## src/rtl/assert_macros.svh

```systemverilog
// Assertion helpers shared by the parser modules.
// Each macro expects signals named clk and rst_n in the using scope.
`ifndef ASSERT_MACROS_SVH
`define ASSERT_MACROS_SVH

// Check a property on every rising clock edge outside reset.
`define ILP_ASSERT(lbl, prop, msg) \
  lbl: assert property (@(posedge clk) disable iff (!rst_n) prop) else $error(msg);

// Check that a condition never holds outside reset.
`define ILP_NEVER(lbl, cond, msg) \
  lbl: assert property (@(posedge clk) disable iff (!rst_n) !(cond)) else $error(msg);

`endif

```

## src/rtl/ilp_pkg.sv

```systemverilog
// ----------------------------------------------------------------------------
// ilp_pkg
// Types and constants shared by the integer literal parser modules.
// ----------------------------------------------------------------------------
`timescale 1ns / 1ps

package ilp_pkg;

  localparam int VALUE_WIDTH_DEF = 32;
  localparam int OUT_WIDTH       = 32;
  localparam int CH_WIDTH        = 8;
  localparam int DIGIT_WIDTH     = 6;
  localparam int QUEUE_DEPTH     = 2;

  localparam logic [CH_WIDTH-1:0] CH_NUL   = 8'h00;
  localparam logic [CH_WIDTH-1:0] CH_MINUS = 8'h2D;
  localparam logic [CH_WIDTH-1:0] CH_ZERO  = 8'h30;
  localparam logic [CH_WIDTH-1:0] CH_NINE  = 8'h39;
  localparam logic [CH_WIDTH-1:0] CH_LOW_A = 8'h61;
  localparam logic [CH_WIDTH-1:0] CH_LOW_X = 8'h78;
  localparam logic [CH_WIDTH-1:0] CH_LOW_Z = 8'h7A;
  localparam logic [CH_WIDTH-1:0] CASE_BIT = 8'h20;

  localparam logic [DIGIT_WIDTH-1:0] BASE_DEC = 6'd10;
  localparam logic [DIGIT_WIDTH-1:0] BASE_OCT = 6'd8;
  localparam logic [DIGIT_WIDTH-1:0] BASE_HEX = 6'd16;

  typedef enum logic [1:0] {
    RADIX_DEC = 2'd0,
    RADIX_OCT = 2'd1,
    RADIX_HEX = 2'd2
  } radix_t;

  typedef enum logic [5:0] {
    PH_FIRST  = 6'b000001,
    PH_SIGNED = 6'b000010,
    PH_ZERO   = 6'b000100,
    PH_DIGITS = 6'b001000,
    PH_DONE   = 6'b010000,
    PH_FAIL   = 6'b100000
  } phase_t;

  // Classified character as it travels from front to back.
  typedef struct packed {
    logic                   last;
    logic                   nul;
    logic                   minus;
    logic                   zero;
    logic                   hex_x;
    logic                   alnum;
    logic [DIGIT_WIDTH-1:0] digit;
  } ilp_tok_t;

endpackage

```

## src/rtl/ilp_channels.sv

```systemverilog
// ----------------------------------------------------------------------------
// ilp_channels
// Valid/ready channels for characters in and parse results out.
// ----------------------------------------------------------------------------
`timescale 1ns / 1ps

interface ilp_in_if;
  logic                          valid;
  logic                          ready;
  logic [ilp_pkg::CH_WIDTH-1:0]  ch;
  logic                          last;

  modport source (output valid, output ch, output last, input ready);
  modport sink   (input valid, input ch, input last, output ready);
endinterface

interface ilp_out_if;
  logic                                 valid;
  logic                                 ready;
  logic                                 ok;
  logic signed [ilp_pkg::OUT_WIDTH-1:0] value;

  modport source (output valid, output ok, output value, input ready);
  modport sink   (input valid, input ok, input value, output ready);
endinterface

```

## src/rtl/ilp_front.sv

```systemverilog
// ----------------------------------------------------------------------------
// ilp_front
// Accepts characters and classifies them into tokens for the queue.
// ----------------------------------------------------------------------------
`timescale 1ns / 1ps

module ilp_front (
  ilp_in_if.sink             in_ch,
  input  logic               q_full,
  output logic               push,
  output ilp_pkg::ilp_tok_t  tok
);

  logic [ilp_pkg::CH_WIDTH-1:0] lc;
  logic                         is_num;
  logic                         is_letter;

  assign in_ch.ready = !q_full;
  assign push        = in_ch.valid && !q_full;

  assign lc        = in_ch.ch | ilp_pkg::CASE_BIT;
  assign is_num    = (in_ch.ch >= ilp_pkg::CH_ZERO) && (in_ch.ch <= ilp_pkg::CH_NINE);
  assign is_letter = (lc >= ilp_pkg::CH_LOW_A) && (lc <= ilp_pkg::CH_LOW_Z);

  always_comb begin
    tok.last  = in_ch.last;
    tok.nul   = (in_ch.ch == ilp_pkg::CH_NUL);
    tok.minus = (in_ch.ch == ilp_pkg::CH_MINUS);
    tok.zero  = (in_ch.ch == ilp_pkg::CH_ZERO);
    tok.hex_x = (lc == ilp_pkg::CH_LOW_X);
    tok.alnum = is_num || is_letter;
    if (is_num) begin
      tok.digit = ilp_pkg::DIGIT_WIDTH'(in_ch.ch - ilp_pkg::CH_ZERO);
    end else if (is_letter) begin
      tok.digit = ilp_pkg::DIGIT_WIDTH'(lc - ilp_pkg::CH_LOW_A) + ilp_pkg::BASE_DEC;
    end else begin
      tok.digit = '0;
    end
  end

endmodule

```

## src/rtl/ilp_queue.sv

```systemverilog
// ----------------------------------------------------------------------------
// ilp_queue
// Short token queue that decouples the front from the back.
// ----------------------------------------------------------------------------
`timescale 1ns / 1ps
`include "assert_macros.svh"

module ilp_queue (
  input  logic               clk,
  input  logic               rst_n,
  input  logic               push,
  input  ilp_pkg::ilp_tok_t  push_tok,
  output logic               full,
  input  logic               pop,
  output logic               tok_valid,
  output ilp_pkg::ilp_tok_t  tok
);

  localparam int DEPTH = ilp_pkg::QUEUE_DEPTH;
  localparam int PW    = (DEPTH > 1) ? $clog2(DEPTH) : 1;
  localparam int CW    = $clog2(DEPTH + 1);

  ilp_pkg::ilp_tok_t  slot_r [DEPTH];
  logic [PW-1:0]      wr_ptr_r, wr_ptr_nxt;
  logic [PW-1:0]      rd_ptr_r, rd_ptr_nxt;
  logic [CW-1:0]      count_r, count_nxt;

  assign full      = (count_r == CW'(DEPTH));
  assign tok_valid = (count_r != '0);
  assign tok       = slot_r[rd_ptr_r];

  always_comb begin
    wr_ptr_nxt = wr_ptr_r;
    rd_ptr_nxt = rd_ptr_r;
    count_nxt  = count_r;
    if (push) begin
      wr_ptr_nxt = (wr_ptr_r == PW'(DEPTH - 1)) ? '0 : wr_ptr_r + PW'(1);
    end
    if (pop) begin
      rd_ptr_nxt = (rd_ptr_r == PW'(DEPTH - 1)) ? '0 : rd_ptr_r + PW'(1);
    end
    if (push && !pop) begin
      count_nxt = count_r + CW'(1);
    end else if (pop && !push) begin
      count_nxt = count_r - CW'(1);
    end
  end

  always_ff @(posedge clk) begin
    if (!rst_n) begin
      wr_ptr_r <= '0;
      rd_ptr_r <= '0;
      count_r  <= '0;
    end else begin
      wr_ptr_r <= wr_ptr_nxt;
      rd_ptr_r <= rd_ptr_nxt;
      count_r  <= count_nxt;
    end
  end

  always_ff @(posedge clk) begin
    if (push) begin
      slot_r[wr_ptr_r] <= push_tok;
    end
  end

  `ILP_NEVER(a_count_bound, count_r > CW'(DEPTH), "queue count beyond depth")
  `ILP_ASSERT(a_pop_ptr,
              (pop && !push && count_r == CW'(1)) |=> (rd_ptr_r == wr_ptr_r),
              "queue pointers disagree when drained")

endmodule

```

## src/rtl/ilp_back.sv

```systemverilog
// ----------------------------------------------------------------------------
// ilp_back
// Runs the parse state machine and accumulator, holds the result register.
// ----------------------------------------------------------------------------
`timescale 1ns / 1ps
`include "assert_macros.svh"

module ilp_back #(
  parameter int VALUE_WIDTH = ilp_pkg::VALUE_WIDTH_DEF
) (
  input  logic               clk,
  input  logic               rst_n,
  input  logic               tok_valid,
  input  ilp_pkg::ilp_tok_t  tok,
  output logic               pop,
  ilp_out_if.source          out_res
);

  localparam int VW = VALUE_WIDTH;
  localparam int OW = ilp_pkg::OUT_WIDTH;
  localparam int DW = ilp_pkg::DIGIT_WIDTH;

  ilp_pkg::phase_t  phase_r, phase_nxt;
  ilp_pkg::radix_t  radix_r, radix_nxt;
  logic             neg_r, neg_nxt;
  logic [VW-1:0]    acc_r, acc_nxt;

  logic             out_valid_r;
  logic             ok_r;
  logic             res_neg_r;
  logic [VW-1:0]    mag_r;

  ilp_pkg::radix_t  use_radix;
  logic             do_digit;
  logic [DW-1:0]    base;
  logic [VW-1:0]    scaled;
  logic [VW-1:0]    acc_step;
  logic             slot_free;
  logic [VW-1:0]    signed_val;
  logic [VW+OW-1:0] ext_val;

  assign slot_free = !out_valid_r || out_res.ready;
  assign pop       = tok_valid && (!tok.last || slot_free);

  always_comb begin
    unique case (use_radix)
      ilp_pkg::RADIX_HEX: begin
        base   = ilp_pkg::BASE_HEX;
        scaled = acc_r << 4;
      end
      ilp_pkg::RADIX_OCT: begin
        base   = ilp_pkg::BASE_OCT;
        scaled = acc_r << 3;
      end
      default: begin
        base   = ilp_pkg::BASE_DEC;
        scaled = (acc_r << 3) + (acc_r << 1);
      end
    endcase
    acc_step = scaled + {{(VW-DW){1'b0}}, tok.digit};
  end

  always_comb begin
    phase_nxt = phase_r;
    radix_nxt = radix_r;
    neg_nxt   = neg_r;
    acc_nxt   = acc_r;
    use_radix = ilp_pkg::RADIX_DEC;
    do_digit  = 1'b0;
    unique case (phase_r)
      ilp_pkg::PH_FIRST, ilp_pkg::PH_SIGNED: begin
        if (phase_r == ilp_pkg::PH_FIRST && tok.minus) begin
          neg_nxt   = 1'b1;
          phase_nxt = tok.last ? ilp_pkg::PH_FAIL : ilp_pkg::PH_SIGNED;
        end else if (tok.zero) begin
          phase_nxt = ilp_pkg::PH_ZERO;
        end else begin
          phase_nxt = ilp_pkg::PH_DIGITS;
          do_digit  = 1'b1;
        end
      end
      ilp_pkg::PH_ZERO: begin
        if (tok.hex_x) begin
          radix_nxt = ilp_pkg::RADIX_HEX;
          phase_nxt = tok.last ? ilp_pkg::PH_FAIL : ilp_pkg::PH_DIGITS;
        end else if (tok.alnum && tok.digit < ilp_pkg::BASE_OCT) begin
          radix_nxt = ilp_pkg::RADIX_OCT;
          phase_nxt = ilp_pkg::PH_DIGITS;
          use_radix = ilp_pkg::RADIX_OCT;
          do_digit  = 1'b1;
        end else begin
          phase_nxt = ilp_pkg::PH_FAIL;
        end
      end
      ilp_pkg::PH_DIGITS: begin
        use_radix = radix_r;
        do_digit  = 1'b1;
      end
      default: begin
        // done or failed: drop characters until the last one
      end
    endcase
    if (do_digit) begin
      priority if (tok.nul) begin
        phase_nxt = ilp_pkg::PH_DONE;
      end else if (!tok.alnum || tok.digit >= base) begin
        phase_nxt = ilp_pkg::PH_FAIL;
      end else begin
        acc_nxt = acc_step;
      end
    end
  end

  always_ff @(posedge clk) begin
    if (!rst_n) begin
      phase_r     <= ilp_pkg::PH_FIRST;
      radix_r     <= ilp_pkg::RADIX_DEC;
      neg_r       <= 1'b0;
      acc_r       <= '0;
      out_valid_r <= 1'b0;
    end else begin
      if (pop) begin
        if (tok.last) begin
          phase_r <= ilp_pkg::PH_FIRST;
          radix_r <= ilp_pkg::RADIX_DEC;
          neg_r   <= 1'b0;
          acc_r   <= '0;
        end else begin
          phase_r <= phase_nxt;
          radix_r <= radix_nxt;
          neg_r   <= neg_nxt;
          acc_r   <= acc_nxt;
        end
      end
      if (pop && tok.last) begin
        out_valid_r <= 1'b1;
      end else if (out_res.ready) begin
        out_valid_r <= 1'b0;
      end
    end
  end

  // Result payload; a failed request reports zero magnitude.
  always_ff @(posedge clk) begin
    if (pop && tok.last) begin
      ok_r      <= (phase_nxt != ilp_pkg::PH_FAIL);
      res_neg_r <= neg_nxt;
      mag_r     <= (phase_nxt != ilp_pkg::PH_FAIL) ? acc_nxt : '0;
    end
  end

  assign signed_val    = res_neg_r ? (~mag_r + VW'(1)) : mag_r;
  assign ext_val       = {{OW{1'b0}}, signed_val};
  assign out_res.valid = out_valid_r;
  assign out_res.ok    = ok_r;
  assign out_res.value = $signed(ext_val[OW-1:0]);

  `ILP_ASSERT(a_reset_after_result,
              (pop && tok.last) |=> (phase_r == ilp_pkg::PH_FIRST && !neg_r && acc_r == '0),
              "state not cleared after result")
  `ILP_ASSERT(a_fail_zero, (out_valid_r && !ok_r) |-> (mag_r == '0),
              "failed result carries a value")
  `ILP_ASSERT(a_lead_clean,
              (phase_r == ilp_pkg::PH_FIRST || phase_r == ilp_pkg::PH_SIGNED) |->
                (radix_r == ilp_pkg::RADIX_DEC && acc_r == '0),
              "digits gathered before the lead")

endmodule

```

## src/rtl/integer_literal_parser_unit.sv

```systemverilog
// ----------------------------------------------------------------------------
// integer_literal_parser_unit
// Streaming integer literal parser with automatic base selection.
// ----------------------------------------------------------------------------
// Usage:
//   in_ch carries one character per request (ch, last). The request marked
//   last closes the text and yields one result on out_res (ok, value);
//   other requests yield nothing. A leading minus negates, 0x/0X selects
//   hex, another leading 0 selects octal, else decimal. A NUL ends the
//   number, failing after a lone 0; later characters up to last are dropped.
//   Throughput: one character per cycle, sustained while no final character
//   waits for the result register. The front classifies a character in the
//   accept cycle and pushes it into a two-entry queue; the back pops one
//   token a cycle and does one multiply-add by shifts. The last character
//   passes the queue, then the result register, before out_res.valid rises.
//   Stall: a waiting result holds in the result register; the back keeps
//   popping non-final characters, and a final one waits in the queue until
//   the result register frees. Input ready drops only with the queue full.
//   Reset: synchronous active-low rst_n empties queue and result register
//   and returns the parser to expecting the first character.
// ----------------------------------------------------------------------------
`timescale 1ns / 1ps

module integer_literal_parser_unit #(
  parameter int VALUE_WIDTH = ilp_pkg::VALUE_WIDTH_DEF
) (
  input  logic       clk,
  input  logic       rst_n,
  ilp_in_if.sink     in_ch,
  ilp_out_if.source  out_res
);

  ilp_pkg::ilp_tok_t front_tok;
  ilp_pkg::ilp_tok_t q_tok;
  logic              push;
  logic              q_full;
  logic              q_valid;
  logic              pop;

  ilp_front u_front (
    .in_ch  (in_ch),
    .q_full (q_full),
    .push   (push),
    .tok    (front_tok)
  );

  ilp_queue u_queue (
    .clk       (clk),
    .rst_n     (rst_n),
    .push      (push),
    .push_tok  (front_tok),
    .full      (q_full),
    .pop       (pop),
    .tok_valid (q_valid),
    .tok       (q_tok)
  );

  ilp_back #(
    .VALUE_WIDTH (VALUE_WIDTH)
  ) u_back (
    .clk       (clk),
    .rst_n     (rst_n),
    .tok_valid (q_valid),
    .tok       (q_tok),
    .pop       (pop),
    .out_res   (out_res)
  );

endmodule
```

## src/flat_wrapper.sv

```systemverilog
// flat-port wrapper written by rule: the top's interface ports become plain ports
module integer_literal_parser_unit_flat 
#(
  parameter int VALUE_WIDTH = ilp_pkg::VALUE_WIDTH_DEF
)
  (clk, rst_n, in_ch_valid, in_ch_ch, in_ch_last, in_ch_ready, out_res_valid, out_res_ok, out_res_value, out_res_ready);
  ilp_in_if in_ch_i ();
  ilp_out_if out_res_i ();
  input  logic clk;
  input  logic rst_n;
  input wire logic [$bits(in_ch_i.valid)-1:0] in_ch_valid;
  input wire logic [$bits(in_ch_i.ch)-1:0] in_ch_ch;
  input wire logic [$bits(in_ch_i.last)-1:0] in_ch_last;
  output wire logic [$bits(in_ch_i.ready)-1:0] in_ch_ready;
  output wire logic [$bits(out_res_i.valid)-1:0] out_res_valid;
  output wire logic [$bits(out_res_i.ok)-1:0] out_res_ok;
  output wire logic [$bits(out_res_i.value)-1:0] out_res_value;
  input wire logic [$bits(out_res_i.ready)-1:0] out_res_ready;
  assign in_ch_i.valid = in_ch_valid;
  assign in_ch_i.ch = in_ch_ch;
  assign in_ch_i.last = in_ch_last;
  assign in_ch_ready = in_ch_i.ready;
  assign out_res_valid = out_res_i.valid;
  assign out_res_ok = out_res_i.ok;
  assign out_res_value = out_res_i.value;
  assign out_res_i.ready = out_res_ready;
  integer_literal_parser_unit #(.VALUE_WIDTH(VALUE_WIDTH)) u_core (.clk(clk), .rst_n(rst_n), .in_ch(in_ch_i), .out_res(out_res_i));
endmodule
```

## config.mk

```make
export PLATFORM = sky130hd
export DESIGN_NAME = integer_literal_parser_unit_flat
export DESIGN_NICKNAME = d
export VERILOG_FILES = /design/src/rtl/ilp_pkg.sv /design/src/rtl/ilp_channels.sv /design/src/rtl/ilp_front.sv /design/src/rtl/ilp_queue.sv /design/src/rtl/ilp_back.sv /design/src/rtl/integer_literal_parser_unit.sv /design/src/flat_wrapper.sv
export VERILOG_INCLUDE_DIRS = /design/src /design/src/rtl
export SDC_FILE = /design/constraint.sdc
export NUM_CORES = 1
export LEC_CHECK = 0
export BUFFER_PORTS_ARGS = -buffer_cell sky130_fd_sc_hd__buf_2
export CAP_MARGIN = 40
export CORE_MARGIN = 2
export CORE_UTILIZATION = 50
export DETAILED_ROUTE_END_ITERATION = 6
export PLACE_DENSITY_LB_ADDON = 0.2
export SLEW_MARGIN = 10
export SYNTH_ARGS = -nofsm -noshare
export SYNTH_HDL_FRONTEND = slang
export SYNTH_SLANG_ARGS = --single-unit
```

## constraint.sdc

```tcl
create_clock -name clk -period 10.8 [get_ports clk]
set_input_delay 3.24 -clock clk [delete_from_list [all_inputs] [get_ports clk]]
set_output_delay 3.24 -clock clk [all_outputs]
set_load 0.02 [all_outputs]
```

# After elaboration in Yosys (flattened, before gate mapping)
# Memory sizes are Yosys's and may differ from the RTL's. A register that Yosys moved wholly into a read port is not among the register bits.
# Index checks and enable logic that the tools add are counted.
# word_totals
mem_count	1
output_inout_bits	35
reg_bits	80
ram_bits	24
# mem_list
memory	words	width	rd	rd_ports_with_merged_regs	wr	line	source
u_core.u_queue.slot_r	2	12	1	1	1	ilp_queue.sv:23	ilp_pkg::ilp_tok_t slot_r [DEPTH];
# op_classes
reduce_logical	27
n_addsub	10
n_lt_le_gt_ge	6
eq_ne	11
bitwise_logic	1
n_mux	45
# ops
cell	n
$mux 32	5
$mux 6	11
$pmux 32 s2	1
$add 32x1->32 const B	1
$add 32x32->32	1
$add 32x6->32	1
$not 32->32	1
$mux 1	17
$eq 8x6->1 const B	2
$mux 2	6
$pmux 6 s2	1
$sub 6x6->6 const B	2
$pmux 5 s2	1
$logic_and 1x1->1	9
$ge 8x6->1 const B	1
$ge 8x7->1 const B	1
$le 8x6->1 const B	1
$le 8x7->1 const B	1
$logic_not 8->1	1
$reduce_bool 2->1	4
$eq 7x6->1 const B	1
$add 6x4->6 const B	1
$eq 6x1->1 const B	1
$eq 6x2->1 const B	1
other kinds (18)	28

# Longest topological paths before layout
# Gate-level depths: netlist of the first run.
# logic_depth
word_depth	13
mapped_depth	29
ltp_nobuf	21

# Hierarchy
# A second synthesis of the first run with hierarchy kept.
# hier_totals
cells_unflattened	1009
hier_area_um2	8827.2
# by_module_without_submodules
module	n_inst	area_per_inst_um2	seq_area_each_um2	cells_per_inst
ilp_back	1	7295.7	1861.8	894
ilp_queue	1	1082.3	820.8	59
ilp_front	1	449.2	0.0	56

# Worst setup path before layout of the first run
# OpenSTA, ideal clock, no wires.
# synth_path
kind	flip-flop to output port
start	register u_core.u_back.mag_r[2]
end	output out_res_value[31]
path_buffers	0
path_stages_with_launch	10
t_arrival_ps	3532
setup_slack_ps	4028
required_ps	7560
path_cell_list	edfxtp_1 > or4_1 > or2_1 > or3_4 > or3_4 > or3_1 > or4_4 > or4_4 > o31ai_1 > xnor2_1
# synth_via
elab_chain_len	3
# synth_rtl
element	line	source
from (decl)	ilp_back.sv:31	logic [VW-1:0] mag_r;
from (signal assigned)	ilp_back.sv:148	mag_r <= (phase_nxt != ilp_pkg::PH_FAIL) ? acc_nxt : '0;
$not 32->32	ilp_back.sv:152	assign signed_val = res_neg_r ? (~mag_r + VW'(1)) : mag_r;
$add 32x1->32	ilp_back.sv:152	
$mux 32	ilp_back.sv:152	
to (decl)	flat_wrapper.sv:17	output wire logic [$bits(out_res_i.value)-1:0] out_res_value;
# Every way passes these cells.

# Final worst setup path of the first run
# layout_path
start	register u_core.u_back.mag_r[0]
end	output out_res_value[28]
# The elaborated chain is that of the path after synthesis.

==> impl_metrics.py, run 1 <==
metrics = {
    "cts": {
        "cts_buffer_depth": 2,
        "cts_root_buf": "clkbuf_16",
        "cts_buffers": 9,
        "cts_resized": 0,
        "tritoncts": "built",
        "clock_latency_ns": 0.36,
        "cts_sinks": 105,
        "ctsHoldBuffers": 0,
        "clkTransAtPathRegs_ns": 0.08,
        "post_cts_buffers": 0,
        "htreeDepth": 3,
    },
    "critical_path": {
        "path_cells": "inv_1, ha_1, nand2_1, or3_1, or3_1, or3_1, or3_1, or4_1, or4_1, o31ai_1, xnor2_1, buf_2",
        "cp.arrival_ns": 4.12,
        "critPathRequiredTime_ns": 7.56,
        "cpMostUsedCell": "or3_1",
        "cp_slowest_stage_delay_ns": 0.46,
        "critPathLaunch": "u_core.u_back.mag_r[0]",
        "end_kind": "primary output",
        "crit_path_max_fanout": 4,
        "cp-start-kind": "flop",
        "critical-path-top-delay-family": "simple AND/OR/NAND/NOR gates",
        "crit_slowest_cell": "or4_1",
        "worst-setup-path-type": "reg -> out",
        "path_buf_inv": 2,
    },
    "die": {
        "fp.dieW_um": 133,
        "io_pins": 48,
        "initial_utilization_pct": 50.6,
        "num_rows": 47,
        "dieArea_um2": 17600,
        "coreArea_um2": 16300,
        "dieHeight_um": 133,
    },
    "detailed_routing": {
        "ant_nets": 0,
        "num_vias": 7358,
        "drt_iter0_drc": 531,
        "drt-vias-per-instance": 6.03,
        "drt_wl_total_um": 19700,
        "first_pass_iters": 5,
        "wl_per_cell_um": 16.2,
        "drc": 0,
    },
    "logic_synthesis": {
        "synth_seq_cells": 105,
        "ys_seq_area_share_pct": 32.4,
        "yosys.area.top_type_share_pct": 21.1,
        "synth-edff-count": 58,
        "syn_nets": 1042,
        "ys_types": 70,
        "async_flop_share_pct": 0,
        "post_synth.cell_area_avg_um2": 8.45,
        "synthCells": 978,
        "syn-cell-area_um2": 8270,
        "synth_top_area_cell": "edfxtp_1",
        "synthTopCellsByArea": "edfxtp_1 (21%), dfxtp_1 (11%), ha_1 (7.4%)",
        "yosysWarnings": 0,
        "synthFlopType": "edfxtp_1",
    },
    "global_route": {
        "grt_max_degree": 63,
        "antenna_found_initial": 0,
        "grt_overflow": 0,
        "grt_usage_pct": 22.7,
        "grt_pass1_wl_um": 33100,
        "grt_pass1_vias": 6915,
    },
    "sta": {
        "worst_pin_slew_ns": 0.913,
        "slew_headroom_pct": 38.3,
        "skew_ns": 0.0197,
        "fin_crit_ns": 7.36,
        "hold_violations": 0,
        "finalMaxSlewViolations": 0,
        "setup_viol": 0,
        "grt_setup_unrepaired": "false",
        "setup_tns_ns": 0,
        "finalCritPeriodShare_pct": 68.1,
        "clock.fmax_ghz": 0.136,
    },
    "min_path": {
        "worstHoldStart": "u_core.u_back.neg_r",
        "hold_path.class": "reg -> reg",
    },
    "finish": {
        "diodes": 0,
        "area_growth_pct": 8.32,
        "finalNetCount": 1059,
        "final_layout_size_suffix_gt1_share_pct": 9.50,
        "utilization_pct": 54.8,
    },
    "placement": {
        "portBuffers": 47,
        "dp_hpwl_um": 14700,
        "gp_congestion": 0.873,
    },
    "outcome": {
        "outcome": "finished clean",
    },
    "job": {
        "drv_cap": 0,
    },
    "pwr": {
        "p_leak_nw": 3.32,
        "powerDensity_nw_per_um2": 168,
        "irDropWorstVdd_mv": 0.151,
    },
}
## layout by cell type, fill, tap and decap left out, drive strengths merged, types with 6 or more instances in the layout
cell type  netlist  routed
a211oi          20      20
a21boi           7       7
a21o            12      12
a21oi           53      53
a221o            7       7
a221oi          15      15
a22oi           22      22
a31oi            7       7
and2            20      20
buf              3      56
clkbuf          47       9
dfxtp           47      47
edfxtp          58      58
ha              49      49
inv             28      31
mux2             7       7
mux2i           10      10
nand2           99      99
nand2b           7       7
nand3           28      28
nand3b          11      11
nand4           13      13
nor2            70      70
nor2b           29      29
nor3            24      24
nor3b            6       6
o211ai           9       9
o21ai           79      79
o31ai           11      11
or3             16      16
or4              9       9
xnor2           52      52
xor2            25      25
## metrics by stage
step           hold slack [ns]  worst slack (ns)  std cells  cell area (µm²)  total power, mW
5_1_grt                  0.520              3.24       1220             8960             1.60
4_1_cts                  0.497              3.42       1220             8960             1.52
3_5_place_dp             0.476              3.81       1204             8680             1.21
2_1_floorplan            0.429              4.03        978             8270             1.02
6_report                 0.494              3.44       1220             8960             1.51
3_3_place_gp             0.445              3.89       1201             8640             1.19
## final cells by class
| cell class | count | area, µm² |
|---|---|---|
| multi-input cells | 794 | 5290 |
| clock buffers | 9 | 225 |
| well taps | 220 | 275 |
| fillers | 1548 | 7390 |
| clock inverters | 7 | 52.6 |
| repair buffers | 56 | 318 |
| flip-flops and latches | 105 | 2680 |
| inverters | 29 | 109 |
## per-layer routing
layer,share of wire (%),track usage [%],vias to the layer above
li1,-,-,3674
met1,42,26.5,3468
met2,52,41.8,175
met3,3.0,3.10,41
met4,2.9,9.02,0
met5,0,0,-
## final timing paths
path	depth (start not counted)	slack [ns]	end
hold reg to reg	2	0.49	u_core.u_back.neg_r
setup / recovery	12	3.44	out_res_value[28]
setup reg to reg	21	4.74	u_core.u_back.mag_r[29]
hold / removal	2	0.49	u_core.u_back.neg_r
## flip-flops by register name (all words and copies together) (netlist names), 2 cells and up, named ones only
signal / cells
u_core.u_back.acc_r: 32
u_core.u_back.mag_r: 32
u_core.u_back.phase_r: 6
u_core.u_back.radix_r: 2
u_core.u_queue.count_r: 2
u_core.u_queue.slot_r: 24
## cells in the mapped netlist (all sizes together) (20+ instances only)
master  number
nand2       99
o21ai       79
nor2        70
edfxtp      58
a21oi       53
xnor2       52
ha          49
clkbuf      47
dfxtp       47
nor2b       29
inv         28
nand3       28
xor2        25
nor3        24
a22oi       22
a211oi      20
and2        20
## report_power, final
group          leakage (nW)  internal, mW  switching [mW]
registers             0.935         0.505          0.0664
clock network         0.142         0.159           0.150
logic                  2.25         0.229           0.398
## worst reg2reg max path: cells and delay by family (launching register included)
kind | cells | cell delay [ns]
compound gates | 5 | 0.78
mux | 1 | 0.44
fa+ha+maj | 3 | 0.71
simple gates | 8 | 2.46
xor+xnor | 1 | 0.12
flops | 1 | 0.72
buf+inv | 3 | 0.60
## cell families after synthesis
kind of cell | Yosys count | share of synthesized area [%]
and+or+nand+nor | 357 | 22.2
AOI/OAI and AO/OA | 292 | 23.5
DFF | 105 | 32.4
buffers and inverters | 79 | 3.63
xor gates and xnor gates | 77 | 8.16
adders and majority gates | 51 | 7.90
muxes | 17 | 2.16
Note: power is estimated with default switching activity, not from simulation.
==> run 2, diff against run 1 <==
- ABC_AREA: not set -> 1
- clock period: 10.8 -> 6.3 ns (I/O delays scaled with it)
==> impl_metrics.py, run 2 <==
metrics = {
    "sta": {
        "setup_tns_ns": 0,
        "slew_headroom_pct": 41.9,
        "worst_pin_slew_ns": 0.869,
        "finalMaxSlewViolations": 0,
        "finalCritPeriodShare_pct": 87.6,
        "skew_ns": 0.0139,
        "fin_crit_ns": 5.52,
        "hold_violations": 0,
        "clock.fmax_ghz": 0.181,
        "grt_setup_unrepaired": "false",
        "setup_viol": 0,
    },
    "finish": {
        "finalNetCount": 1591,
        "area_growth_pct": 7.57,
        "final_cell_mix": "nand2_1 (428), inv_1 (267), nor2_1 (167)",
        "diodes": 0,
        "mostFrequentLayoutCell": "nand2_1",
        "reg_top3": "u_core.u_back.acc_r: 32 flops, u_core.u_back.mag_r: 32 flops, u_core.u_queue.slot_r: 24 flops",
        "final_layout_size_suffix_gt1_share_pct": 7.64,
        "fin_area_um2": 10100,
    },
    "die": {
        "num_rows": 50,
        "dieArea_um2": 19900,
        "dieHeight_um": 141,
        "io_pins": 48,
        "fp.dieW_um": 141,
        "initial_utilization_pct": 50.6,
        "coreArea_um2": 18600,
    },
    "logic_synthesis": {
        "synth_xor_area_share_pct": 3.82,
        "syn-cell-area_um2": 9400,
        "synth_common_cells": "nand2_1 (428), inv_1 (267), nor2_1 (167)",
        "synth_top_area_cell": "edfxtp_1",
        "ys_seq_area_share_pct": 28.5,
        "syn_nets": 1558,
        "ys_types": 52,
        "synth-edff-count": 58,
        "synth_seq_cells": 105,
        "synthFlopType": "edfxtp_1",
        "synthTopCellsByArea": "edfxtp_1 (19%), nand2_1 (17%), inv_1 (11%)",
        "yosysMostFrequentCell": "nand2_1",
        "synth_top_family_by_area": "simple AND/OR/NAND/NOR gates",
        "synthMuxAreaShare_pct": 0.213,
        "async_flop_share_pct": 0,
        "synth-compound-area-share_pct": 11.4,
        "yosys.area.top_type_share_pct": 18.5,
        "yosys.area_share.adder_pct": 6.95,
        "post_synth.cell_area_avg_um2": 6.29,
        "synthCells": 1494,
        "yosys.area_share.simple_pct": 36.2,
        "yosysWarnings": 0,
    },
    "critical_path": {
        "worst-setup-path-type": "reg -> out",
        "cp.arrival_ns": 3.63,
        "critPathRequiredTime_ns": 4.41,
        "end_kind": "primary output",
        "critPathLaunch": "u_core.u_back.mag_r[0]",
        "crit_path_max_fanout": 3,
        "cp-start-kind": "flop",
    },
    "cts": {
        "post_cts_buffers": 0,
        "cts_buffer_depth": 2,
        "cts_buffers": 9,
        "tritoncts": "built",
        "cts_sinks": 105,
        "clock_latency_ns": 0.37,
        "htreeDepth": 3,
        "cts_resized": 0,
        "clkTransAtPathRegs_ns": 0.08,
        "ctsHoldBuffers": 0,
        "cts_root_buf": "clkbuf_16",
    },
    "global_route": {
        "grt_max_degree": 50,
        "grt_usage_pct": 27.3,
        "use_met1_pct": 35.0,
        "grt_overflow": 0,
        "global_route.usage.met3_pct": 3.06,
        "busiest_layer": "met2",
        "grt_pass1_vias": 8674,
        "grt_use_met2_pct": 48.1,
        "antenna_found_initial": 0,
        "grt_pass1_wl_um": 43500,
    },
    "pwr": {
        "powerDensity_nw_per_um2": 319,
        "irDropWorstVdd_mv": 0.253,
        "p_leak_nw": 4.76,
    },
    "placement": {
        "portBuffers": 47,
        "place_area_um2": 9820,
        "dp_hpwl_um": 20800,
        "gp_congestion": 0.963,
    },
    "detailed_routing": {
        "drt_wl_total_um": 26600,
        "drc": 1,
        "drt-vias-per-instance": 5.35,
        "ant_nets": 0,
        "first_pass_iters": 7,
        "num_vias": 9455,
        "drt_iter0_drc": 750,
        "wl_per_cell_um": 15.1,
    },
    "outcome": {
        "violations": "design-rule violations",
        "outcome": "complete, but fails checks",
    },
    "min_path": {
        "hold_path.class": "reg -> reg",
        "worstHoldStart": "u_core.u_queue.rd_ptr_r",
    },
    "job": {
        "drv_cap": 0,
    },
}
==> run 2: cell types whose count changed after synthesis, moves of 17 or more <==
cell,before,now
a22oi_1,22,1
nand3_1,28,114
nor2_1,70,167
o22ai_1,4,24
clkbuf_1,47,12
inv_1,28,267
and2_1,20,3
nand2_1,99,428
o21ai_0,76,56
a211oi_1,20,2
nor2b_1,29,0
xnor2_1,52,8
==> run 2: report_power, final <==
group,total [mW],internal [mW],leakage [nW],switching (mW)
clock,0.568,0.279,0.141,0.289
sequential,1.03,0.903,0.935,0.128
combinational,1.63,0.484,3.69,1.14
total,3.23,1.67,4.76,1.56
==> run 2: metrics by stage <==
| step | setup slack, ns | instances | utilization, % | hold WS [ns] | total power [mW] |
|---|---|---|---|---|---|
| 6_report | 0.781 | 1766 | 54.4 | 0.455 | 3.23 |
| 4_1_cts | 0.799 | 1766 | 54.4 | 0.455 | 3.23 |
| 3_3_place_gp | 1.18 | 1748 | 52.8 | 0.439 | 2.65 |
| 2_1_floorplan | 1.68 | 1494 | - | 0.425 | 2.22 |
| 5_1_grt | 0.178 | 1766 | 54.4 | 0.485 | 3.45 |
| 3_5_place_dp | 0.952 | 1750 | 52.8 | 0.442 | 2.66 |
==> run 2: worst max-delay path: stages, from the launching register on <==
cell	delay, ns
edfxtp_1	0.41
inv_1	0.08
ha_1	0.13
inv_1	0.04
nor3_1	0.18
nor3b_1	0.46
nand3_1	0.24
nor4_1	0.30
nand3_1	0.18
nor3_1	0.29
nand2_1	0.11
o21ai_0	0.33
o21ai_0	0.18
xor2_1	0.16
buf_2	0.16
==> run 2: per-layer routing <==
| layer | up-vias | part of all wire [%] |
|---|---|---|
| met3 | 42 | 4.4 |
| met1 | 4292 | 45 |
| met4 | 0 | 2.6 |
| met2 | 274 | 48 |
| li1 | 4847 | - |
| met5 | - | 0 |
==> run 2: layout make-up <==
type | count | area, µm²
Clock inverter | 7 | 70.1
Inverter | 276 | 1040
Clock buffer | 9 | 225
Tap cell | 234 | 293
Timing Repair Buffer | 56 | 303
Multi-Input combinational cell | 1079 | 5500
Fill cell | 1847 | 8470
Sequential cell | 105 | 2680
==> run 2: worst paths after layout <==
path	end	slack [ns]	cells after the start
worst max-delay path	out_res_value[28]	0.78	14
worst min-delay path	u_core.u_queue.rd_ptr_r	0.45	1
worst min register to register	u_core.u_queue.rd_ptr_r	0.45	1
worst max register to register	u_core.u_back.mag_r[18]	0.86	30
==> run 2: logic make-up (layout without fill, tap and decap cells) <==
| group | count (synthesis) | after routing |
|---|---|---|
| compound gates | 187 | 187 |
| xor+xnor | 41 | 41 |
| mux | 2 | 2 |
| simple gates | 798 | 798 |
| buf+inv | 310 | 348 |
| flops | 105 | 105 |
| fa+ha+maj | 51 | 51 |
